[src/rtl/pmte_pkg.sv]
// ----------------------------------------------------------------------------
// pmte_pkg : shared definitions for the PRBS memory test engine
// Word widths, LFSR taps, reset seed, stream field offsets and register codes.
// ----------------------------------------------------------------------------
`default_nettype none

package pmte_pkg;

  localparam int WORD_BITS  = 32;
  localparam int ADDR_SHIFT = 2;                       // byte stride of 4 per word
  localparam int IDX_BITS   = WORD_BITS - ADDR_SHIFT;  // index bits that reach the address

  localparam logic [WORD_BITS-1:0] PRBS_TAPS  = 32'h8020_0003;
  localparam logic [WORD_BITS-1:0] SEED_RESET = 32'hACE1_ACE1;
  localparam logic [WORD_BITS-1:0] COUNT_MAX  = {WORD_BITS{1'b1}};

  // register indexes of the write port
  localparam int CFG_INDEX_BITS = 1;
  localparam logic [CFG_INDEX_BITS-1:0] CFG_BASE_ADDRESS = 1'b0;
  localparam logic [CFG_INDEX_BITS-1:0] CFG_LFSR_SEED    = 1'b1;

  // input stream: tuser bit positions
  localparam int IN_USER_BITS  = 2;
  localparam int IN_USER_MODE  = 0;
  localparam int IN_USER_START = 1;

  // output stream: tdata field offsets, lowest first
  localparam int OUT_DATA_BITS  = 6 * WORD_BITS;
  localparam int OUT_ADDR_LO    = 0;
  localparam int OUT_PAT_LO     = 1 * WORD_BITS;
  localparam int OUT_COUNT_LO   = 2 * WORD_BITS;
  localparam int OUT_FADDR_LO   = 3 * WORD_BITS;
  localparam int OUT_FEXP_LO    = 4 * WORD_BITS;
  localparam int OUT_FGOT_LO    = 5 * WORD_BITS;
  localparam int OUT_USER_BITS  = 1;

  typedef logic [WORD_BITS-1:0] word_t;

  typedef struct packed {
    word_t first_got;
    word_t first_expected;
    word_t first_address;
    word_t error_count;
    word_t pattern_word;
    word_t word_address;
  } result_t;

  // one step of the right-shifting Galois LFSR
  function automatic word_t lfsr_advance(input word_t s);
    word_t fb;
    fb = s[0] ? PRBS_TAPS : '0;
    return (s >> 1) ^ fb;
  endfunction

endpackage

`default_nettype wire

[src/rtl/prbs_memory_test_engine.sv]
// ----------------------------------------------------------------------------
// prbs_memory_test_engine : PRBS pattern generator and read-back checker
// Emits address and pattern for each word of a region, compares read-back
// words against the regenerated pattern and keeps a first-failure record.
// ----------------------------------------------------------------------------
//
//  Channel   Dir  Handshake                  Contents
//  --------  ---  -------------------------  ---------------------------------
//  s_axis    in   tvalid / tready            tdata: read_word; tlast: last_word;
//                                            tuser: mode, start_req
//  m_axis    out  tvalid / tready            tdata: address, pattern, count,
//                                            first-failure record; tlast: run_done;
//                                            tuser: mismatch
//  cfg       in   cfg_write (no wait)        0: base_address, 1: lfsr_seed
//
//  One word per cycle sustained while m_axis is not stalled: a word is first
//  held in the input register, then the LFSR step, one 32-bit address add and
//  the compare load the result register, which raises tvalid.
//  Reset (rst, synchronous) empties both registers, loads the default seed and
//  clears the index and the error record; no clearing pass is needed.
//  A stalled output holds its word and stops the input register from moving;
//  s_axis_tready stays high while the input register can drain or is empty.
//
`default_nettype none

module prbs_memory_test_engine (
  input  wire                              clk,
  input  wire                              rst,
  // configuration write port
  input  wire                              cfg_write,
  input  wire [pmte_pkg::CFG_INDEX_BITS-1:0] cfg_index,
  input  wire [pmte_pkg::WORD_BITS-1:0]    cfg_data,
  // input words
  input  wire                              s_axis_tvalid,
  output logic                             s_axis_tready,
  input  wire [pmte_pkg::WORD_BITS-1:0]    s_axis_tdata,   // [31:0] read_word
  input  wire                              s_axis_tlast,   // last_word
  input  wire [pmte_pkg::IN_USER_BITS-1:0] s_axis_tuser,   // [0] mode, [1] start_req
  // result words
  output logic                             m_axis_tvalid,
  input  wire                              m_axis_tready,
  // [31:0] word_address, [63:32] pattern_word, [95:64] error_count,
  // [127:96] first_address, [159:128] first_expected, [191:160] first_got
  output logic [pmte_pkg::OUT_DATA_BITS-1:0] m_axis_tdata,
  output logic                             m_axis_tlast,   // run_done
  output logic [pmte_pkg::OUT_USER_BITS-1:0] m_axis_tuser  // [0] mismatch
);

  import pmte_pkg::*;

  // configuration registers
  word_t base_address;
  word_t lfsr_seed;

  // input register
  logic  in_valid;
  logic  in_mode;
  logic  in_start;
  logic  in_last;
  word_t in_data;

  // run state
  word_t                lfsr_state;
  logic [IDX_BITS-1:0]  word_index;
  word_t                error_total;
  word_t                first_fail_address;
  word_t                first_fail_expected;
  word_t                first_fail_got;

  // result register
  logic    out_valid;
  logic    out_mismatch;
  logic    out_last;
  result_t out_result;

  logic advance;

  // state as seen by the held word, cleared and reseeded if it starts a run
  word_t               cur_lfsr;
  logic [IDX_BITS-1:0] cur_index;
  word_t               cur_total;
  word_t               cur_faddr;
  word_t               cur_fexp;
  word_t               cur_fgot;

  word_t               word_addr;
  logic                miss;
  logic                first_hit;

  word_t               lfsr_state_next;
  logic [IDX_BITS-1:0] word_index_next;
  word_t               error_total_next;
  word_t               first_fail_address_next;
  word_t               first_fail_expected_next;
  word_t               first_fail_got_next;

  // move the held word on when the result register is free or being drained
  assign advance       = in_valid && (!out_valid || m_axis_tready);
  assign s_axis_tready = !in_valid || advance;

  always_comb begin
    // a start request reseeds and wipes the record before this word
    cur_lfsr  = in_start ? lfsr_seed : lfsr_state;
    cur_index = in_start ? '0 : word_index;
    cur_total = in_start ? '0 : error_total;
    cur_faddr = in_start ? '0 : first_fail_address;
    cur_fexp  = in_start ? '0 : first_fail_expected;
    cur_fgot  = in_start ? '0 : first_fail_got;

    // address wraps modulo 2^32, so only the low index bits matter
    word_addr = base_address + {cur_index, {ADDR_SHIFT{1'b0}}};
    miss      = in_mode && (in_data != cur_lfsr);
    first_hit = miss && (cur_total == '0);

    error_total_next         = (miss && (cur_total != COUNT_MAX)) ? cur_total + 1'b1
                                                                  : cur_total;
    first_fail_address_next  = first_hit ? word_addr : cur_faddr;
    first_fail_expected_next = first_hit ? cur_lfsr  : cur_fexp;
    first_fail_got_next      = first_hit ? in_data   : cur_fgot;

    // end of region: rewind for the next pass, keep the error record
    lfsr_state_next = in_last ? lfsr_seed : lfsr_advance(cur_lfsr);
    word_index_next = in_last ? '0 : cur_index + 1'b1;
  end

  // configuration writes
  always_ff @(posedge clk) begin
    if (rst) begin
      base_address <= '0;
      lfsr_seed    <= SEED_RESET;
    end else if (cfg_write) begin
      unique case (cfg_index)
        CFG_BASE_ADDRESS: base_address <= cfg_data;
        CFG_LFSR_SEED:    lfsr_seed    <= cfg_data;
      endcase
    end
  end

  // input register
  always_ff @(posedge clk) begin
    if (rst) begin
      in_valid <= 1'b0;
    end else if (s_axis_tready) begin
      in_valid <= s_axis_tvalid;
    end
  end

  always_ff @(posedge clk) begin
    if (s_axis_tready && s_axis_tvalid) begin
      in_mode  <= s_axis_tuser[IN_USER_MODE];
      in_start <= s_axis_tuser[IN_USER_START];
      in_last  <= s_axis_tlast;
      in_data  <= s_axis_tdata;
    end
  end

  // run state: update once per word passed to the result register
  always_ff @(posedge clk) begin
    if (rst) begin
      lfsr_state          <= SEED_RESET;
      word_index          <= '0;
      error_total         <= '0;
      first_fail_address  <= '0;
      first_fail_expected <= '0;
      first_fail_got      <= '0;
    end else if (advance) begin
      lfsr_state          <= lfsr_state_next;
      word_index          <= word_index_next;
      error_total         <= error_total_next;
      first_fail_address  <= first_fail_address_next;
      first_fail_expected <= first_fail_expected_next;
      first_fail_got      <= first_fail_got_next;
    end
  end

  // result register
  always_ff @(posedge clk) begin
    if (rst) begin
      out_valid <= 1'b0;
    end else if (advance) begin
      out_valid <= 1'b1;
    end else if (m_axis_tready) begin
      out_valid <= 1'b0;
    end
  end

  always_ff @(posedge clk) begin
    if (advance) begin
      out_mismatch                  <= miss;
      out_last                      <= in_last;
      out_result.word_address       <= word_addr;
      out_result.pattern_word       <= cur_lfsr;
      out_result.error_count        <= error_total_next;
      out_result.first_address      <= first_fail_address_next;
      out_result.first_expected     <= first_fail_expected_next;
      out_result.first_got          <= first_fail_got_next;
    end
  end

  assign m_axis_tvalid = out_valid;
  assign m_axis_tdata  = out_result;
  assign m_axis_tlast  = out_last;
  assign m_axis_tuser  = out_mismatch;

endmodule

`default_nettype wire

[config.mk]
export PLATFORM = sky130hd
export DESIGN_NAME = prbs_memory_test_engine
export DESIGN_NICKNAME = d
export VERILOG_FILES = /design/src/rtl/pmte_pkg.sv /design/src/rtl/prbs_memory_test_engine.sv
export SDC_FILE = /design/constraint.sdc
export NUM_CORES = 1
export LEC_CHECK = 0
export BUFFER_PORTS_ARGS = -buffer_cell sky130_fd_sc_hd__buf_2
export CORE_ASPECT_RATIO = 1.1
export CORE_MARGIN = 4
export CORE_UTILIZATION = 59
export CTS_CLUSTER_DIAMETER = 120
export DETAILED_ROUTE_END_ITERATION = 8
export GPL_TIMING_DRIVEN = 0
export PLACE_DENSITY = 0.81
export SYNTH_ARGS = -nofsm -noshare
export SYNTH_HDL_FRONTEND = slang
export SYNTH_SLANG_ARGS = --single-unit
export TNS_END_PERCENT = 30
[constraint.sdc]
create_clock -name clk -period 8.1 [get_ports clk]
set_input_delay 0.81 -clock clk [delete_from_list [all_inputs] [get_ports clk]]
set_output_delay 0.81 -clock clk [all_outputs]
set_load 0.1 [all_outputs]
==> results.md, run 1 <==
* Commonest non-fill, non-tap cells in the layout: 396 x nand2_1, 295 x buf_2, 256 x dfxtp_1, 235 x nor2_1, 229 x edfxtp_1
* Post-Syn Area at 23000 um2
* Antenna violations before repair at 5
* Crit Path Class: reg -> reg
* Outcome: finished, final reports clean
* Post-Route WL at approximately 76000 um
* Sequential fraction of design power at 0.458
* Ports at 269
* Slew Viols, Final at 0
* Resized Gates After CTS at 0
* CTS Buf Count at 47
* Worst setup SP type: register
* Sequential area share after synthesis at 0.522
* Ant diodes at 0
* Slew @ Worst Pin at roughly 1100 ps
* Clock buffer depth at 3
* Die height at around 220 um
* CTS tree: done
* CP required at 8460 ps
* Clock Skew at approximately 27 ps
* Main flop type after synthesis: dfxtp_1
* Filler Cells Inserted at around 2900
* WP data arrival at around 7700 ps
* Worst-skew pair later-pin latency at between 600 and 700 ps
* First-pass GRT wire length at 115000 um
* Synthesized instance count at around 2500
* Post-Syn Area per Cell at 9.06 um2
* Drt drc at 0
* Iter 0 DRT Violations at ~2400
* EDFF count, synth at 229
* Final HPWL DP at 55600 um
* Synth Net Count at 2626
* Total gr overflow at 0
* Worst-path clk slew at about 70 ps
* Clock power share at 0.396
* R2R setup slack at about 800 ps
* Hold Path Stages at 1
* Layout cell share with drive strength beyond 1 at 0.151
* Reg-to-reg startpoint: in_start
* Final Non-Filler Cells at roughly 3400
* Worst Hold End: in_data[26]
* Ys async rst share at 0
* H-tree levels at 2
* Final hold vios at 0
* Routed len/inst at 22.5 um
* Die Wd at between 150 and 200 um
* Crit. End Element: register
* Placer congestion estimate at 0.952
* Post-synthesis sequential element count at 485
* Root Buffer: clkbuf_16
* Reg2Reg Depth at 22
* Core ar. at between 30000 and 40000 um2
* P_leak at between 10 and 15 nW
* Via count at 20838
* Largest net degree at the start of global routing at 74
* Maxcap violations at 0
* Period utilization at 0.901
* I/O Buffers at 268
* Rows at 75
* Hold Buf Count CTS at 0
* Post-route ant nets at 0
* Area growth from synthesis to layout at 15.9%
* GRT Util Overall at 0.347
* Drt via density at a little over 6
* CTS sink count at approximately 490
* CP max FO at 10
* Setup Viol. Count Final at 0
* Pre-Repair DR Iteration Count at 8
* Most common cell after layout, fill and taps aside: nand2_1
* Worst hold start: s_axis_tdata[26]
* Comb pwr share at 0.146
* Max-slew headroom at 0.241
* Minimum clock period at around 7300 ps
* Vias in the first global route at 20051
* Starting Density at 0.601
* Fmax at roughly 140 MHz
* Maximum VDD drop at about 0.18 mV
* Hold Path Class: in -> reg
* Internal at around 4.2 mW
* Yosys cell types at between 80 and 90
* Warnings, synthesis at 0
* Psw at 1.76 mW
* Die footprint at between 40000 and 50000 um2
* Worst reg2reg endpoint: m_axis_tdata[125]
* Sw Share at 0.295
* Nets at about 2900
* Total negative slack at 0 ps
* Setup bufs post-CTS at 0
* RSZ-0062 raised after global routing: false
* PwrDens at between 200 and 250 nW/um2
* Util after Layout at 0.696
* # placed instances at between 3000 and 4000
[power groups by stage]
stage | Sequential (mW) | Combinational [mW] | Clock [mW]
3_3_place_gp | 2.80 | 0.839 | 0
4_1_cts | 2.73 | 0.863 | 2.36
3_5_place_dp | 2.78 | 0.856 | 0
5_1_grt | 2.74 | 0.910 | 2.47
6_report | 2.74 | 0.875 | 2.36
2_1_floorplan | 3.11 | 0.306 | 0
[cells by family (layout without fill, tap and decap cells)]
kind of cell / after synthesis / after routing / synth area share
AOI/OAI and AO/OA: 557 / 557 / 0.145
adders and majority gates: 21 / 21 / 0.0107
xor gates and xnor gates: 124 / 124 / 0.0475
and+or+nand+nor: 992 / 992 / 0.199
DFF: 485 / 485 / 0.522
muxes: 50 / 50 / 0.0228
buffers and inverters: 310 / 668 / 0.0534
[worst max-delay path: stages, from the launching register on]
cell	delay, ps
edfxtp_1	350
buf_6	180
buf_4	240
buf_2	310
buf_2	380
buf_2	340
buf_2	360
buf_2	310
buf_2	360
buf_1	720
clkbuf_1	600
nor2b_1	120
ha_1	420
a21o_1	210
nand2_1	70
maj3_1	360
a2bb2oi_1	210
a2111oi_4	440
nor3_1	160
nor3_2	210
a31oi_1	140
xnor2_2	210
mux2_1	300
[how the worst max path moves through the flow]
stage	start	end	slack, ps	cells past startpoint
3_3_place_gp	m_axis_tready	m_axis_tdata[17]	-1820	6
6_report	in_start	m_axis_tdata[125]	800	22
5_1_grt	in_start	m_axis_tdata[125]	690	22
2_1_floorplan	m_axis_tvalid	m_axis_tdata[0]	540	5
3_5_place_dp	in_start	m_axis_tdata[125]	980	22
4_1_cts	in_start	m_axis_tdata[125]	970	22
[metal layers]
metal  GRT usage  share of wire  vias to the layer above  wire length [um]
li1            -              -                     9466                 -
met1       0.431           0.37                     9921             28500
met2       0.574           0.48                     1166             36300
met3      0.0570          0.087                      275              6630
met4       0.200          0.063                       10              4800
met5           0        0.00090                        -                69
[registers in the layout, summed over array words and instances, names as in the netlist]
name	count
lfsr_state	32
in_mode	1
m_axis_tuser	1
in_last	1
first_fail_address	32
first_fail_got	32
word_index	30
base_address	32
in_valid	1
m_axis_tlast	1
m_axis_tdata	192
first_fail_expected	32
m_axis_tvalid	1
lfsr_seed	32
error_total	32
in_start	1
in_data	32
[synth_stat cells (15+ instances only)]
master    count  area, um2
nand3_1      80        400
nor2b_1      53        332
edfxtp_1    229       6880
dfxtp_1     256       5120
xor2_1       27        236
xnor2_1      96        841
mux2i_1      34        340
a22oi_1      23        173
a31oi_1      29        181
and3_1       27        169
buf_2        27        135
inv_1       111        417
a21oi_1     196        981
nor3_1       58        290
nor4_1       22        138
clkbuf_1    150        563
nand2b_1     19        119
and2_1       15       93.8
a31o_2       37        324
o211ai_1     29        218
o21ai_1      44        220
nand2_1     396       1490
o21ai_0     137        686
nand4_1      20        125
nand3b_1     16        120
buf_1        16       60.1
nor2_1      235        882
[layout make-up]
class                      instances  area [um2]  share of cell area
buffer                           198         811              0.0304
clock buffer                      63        1260              0.0471
clock inverter                    25         383              0.0144
inverter                         112         420              0.0158
multi-input combinational       1744        9770               0.366
sequential                       485       12000               0.450
tap                              500         626              0.0235
timing repair buffer             270        1400              0.0524
[per-stage QoR]
step                setup WS, ps  power, mW  hold WS, ps  instance area, um2
finish                       798       5.98          371               26700
CTS                          972       5.96          355               26700
global route                 688       6.12          362               26700
floorplan                    545       3.42          417               23000
detailed placement           983       3.64          433               25000
global placement           -1820       3.64          429               25000
No activity file was read; power rests on OpenSTA's default activity.
==> run 2: changes to the inputs <==
- RECOVER_POWER: default -> 100
==> results.md, run 2 (same netlist as run 1, synthesis figures left out) <==
* Resized Gates After CTS at 0 (unchanged)
* Die footprint at 42200 um2 (unchanged)
* WP data arrival at 8050 ps (+390 ps)
* Clock buffer depth at 3 (unchanged)
* Hold Path Stages at 1 (unchanged)
* Reg-to-reg startpoint: in_start
* Drt drc at 0 (unchanged)
* Slew @ Worst Pin at 3490 ps (+2350 ps)
* Die height at 215 um (unchanged)
* R2R setup slack at 410 ps (-390 ps)
* Antenna violations before repair at 5 (unchanged)
* Psw at 1.76 mW (+0.14%)
* Sequential fraction of design power at 0.460 (+0.002)
* P_leak at 9.43 nW (-6.3%)
* Pre-Repair DR Iteration Count at 7 (-1)
* Routed len/inst at 22.5 um (+0.36%)
* Max-slew headroom at -1.33 (-1.57)
* GRT Util Overall at 0.347 (unchanged)
* CTS tree: done
* First-pass GRT wire length at 115000 um (unchanged)
* Core ar. at 38300 um2 (unchanged)
* Maxcap violations at 4 (+4)
* Commonest non-fill, non-tap cells in the layout: 396 x nand2_1, 388 x clkbuf_1, 256 x dfxtp_1, 235 x nor2_1, 229 x edfxtp_1
* Failing checks: max-capacitance violations, max-slew violations
* Total negative slack at 0 ps (unchanged)
* CP max FO at 10 (unchanged)
* Post-route ant nets at 0 (unchanged)
* Via count at 20827 (-0.053%)
* Vias in the first global route at 20051 (unchanged)
* Ports at 269 (unchanged)
* Post-Route WL at 76500 um (+0.36%)
* RSZ-0062 raised after global routing: false
* Maximum VDD drop at 0.177 mV (about the same)
* Final HPWL DP at 55600 um (unchanged)
* Placer congestion estimate at 0.952 (unchanged)
* Total gr overflow at 0 (unchanged)
* Fmax at 130 MHz (-5.0%)
* CTS sink count at 485 (unchanged)
* Crit Path Class: reg -> reg
* Final hold vios at 0 (unchanged)
* Ant diodes at 0 (unchanged)
* Cell mode on critical path: buf_2
* Hold Buf Count CTS at 0 (unchanged)
* Die Wd at 196 um (unchanged)
* Worst-skew pair later-pin latency at 620 ps (about the same)
* CTS Buf Count at 47 (unchanged)
* Filler Cells Inserted at 3055 (+5.3%)
* Iter 0 DRT Violations at 2315 (-2.9%)
* Largest net degree at the start of global routing at 74 (unchanged)
* Slowest stage delay, CP at 710 ps (about the same)
* Worst-path clk slew at 70 ps (about the same)
* Worst-path cell chain: buf_6, buf_4, buf_2, clkbuf_1, buf_2, buf_2, buf_2, buf_2, clkbuf_1, clkbuf_1, nor2b_1, ha_1, a21o_1, nand2_1, maj3_1, a2bb2oi_1, a2111oi_4, nor3_1, nor3_2, a31oi_1, xnor2_1, mux2_1
* FF+latch area at 12000 um2 (unchanged)
* Minimum clock period at 7690 ps (+387 ps)
* Area growth from synthesis to layout at 14.4%
* Area of the multi-input gates at 9740 um2 (-0.31%)
* Setup bufs post-CTS at 0 (unchanged)
* Root Buffer: clkbuf_16
* Nets at 2945 (unchanged)
* Worst hold start: s_axis_tdata[11]
* PwrDens at 227 nW/um2 (+1.1%)
* Outcome: finished with violations
* Slew Viols, Final at 244 (+244)
* Hold Path Class: in -> reg
* Max reg flops at 192 (unchanged)
* Clock power share at 0.397 (about the same)
* Hold WS at 369 ps (-1.85 ps)
* Worst reg2reg endpoint: m_axis_tdata[125]
* Clock Skew at 29.4 ps (+2.54 ps)
* Most common cell after layout, fill and taps aside: nand2_1
* Starting Density at 0.601 (unchanged)
* CP max stage cell: clkbuf_1
* CP required at 8460 ps (about the same)
* Worst Hold End: in_data[11]
* Period utilization at 0.949 (+0.0478)
* Setup Viol. Count Final at 0 (unchanged)
* Worst setup SP type: register
* Reg2Reg Depth at 22 (unchanged)
* H-tree levels at 2 (unchanged)
* Rows at 75 (unchanged)
* Comb pwr share at 0.143 (-0.003)
* Sw Share at 0.296 (+0.00110)
* Crit. End Element: register
* Internal at 4.20 mW (-0.38%)
* Layout cell share with drive strength beyond 1 at 0.0683 (-0.0825)
* Drt via density at 6.13 (about the same)
* I/O Buffers at 268 (unchanged)
## run 2: cell count changes in the layout (fill, tap and decap cells not counted), moves of 3 or more
| cell | before | now |
|---|---|---|
| clkbuf_1 | 163 | 388 |
| buf_1 | 16 | 12 |
| mux2_1 | 1 | 10 |
| buf_2 | 295 | 78 |
| o21ai_0 | 137 | 181 |
| and2_0 | 0 | 3 |
| mux2_2 | 13 | 4 |
| o21ai_1 | 44 | 1 |
## run 2: layout make-up
| class | instances | area share |
|---|---|---|
| Clock buffer | 63 | 0.0478 |
| Timing Repair Buffer | 270 | 0.0420 |
| Sequential cell | 485 | 0.456 |
| Buffer | 198 | 0.0293 |
| Tap cell | 500 | 0.0238 |
| Multi-Input combinational cell | 1744 | 0.370 |
| Clock inverter | 25 | 0.0146 |
| Inverter | 112 | 0.0160 |
## run 2: metal layers
layer  GRT usage  part of all wire
met3      0.0570             0.089
met1       0.431              0.37
met2       0.574              0.47
met5           0           0.00074
met4       0.200             0.064
## run 2: worst max-delay path, delay by kind of cell, from the launching register on
family          cells  cell delay (ps)
buf+inv            10             4140
mux                 1              320
xor+xnor            1              220
compound gates      4              980
flops               1              350
simple gates        4              570
fa+ha+maj           2              780
## run 2: worst max path at each step
| stage | from | to | slack [ps] | depth (start not counted) |
|---|---|---|---|---|
| after CTS | in_start | m_axis_tdata[125] | 970 | 22 |
| after detailed placement | in_start | m_axis_tdata[125] | 980 | 22 |
| final | in_start | m_axis_tdata[125] | 410 | 22 |
| after global placement | m_axis_tready | m_axis_tdata[17] | -1820 | 6 |
| after global routing | in_start | m_axis_tdata[125] | 420 | 22 |
| after floorplan | m_axis_tvalid | m_axis_tdata[0] | 540 | 5 |
## run 2: per-stage QoR
stage / utilization / area, um2 / worst slack (ps) / cells / power (mW)
finish: 0.687 / 26300 / 411 / 3397 / 5.96
global route: 0.687 / 26300 / 415 / 3397 / 6.10
CTS: 0.696 / 26700 / 972 / 3397 / 5.96
detailed placement: 0.654 / 25000 / 983 / 3309 / 3.64
global placement: 0.652 / 25000 / -1820 / 3307 / 3.64
floorplan: - / 23000 / 545 / 2539 / 3.42
## run 2: power by group through the flow
stage                     combinational [mW]  sequential [mW]  clock (mW)
after global routing                   0.887             2.75        2.47
after CTS                              0.863             2.73        2.36
after floorplan                        0.306             3.11           0
final                                  0.853             2.74        2.37
after detailed placement               0.856             2.78           0
after global placement                 0.839             2.80           0
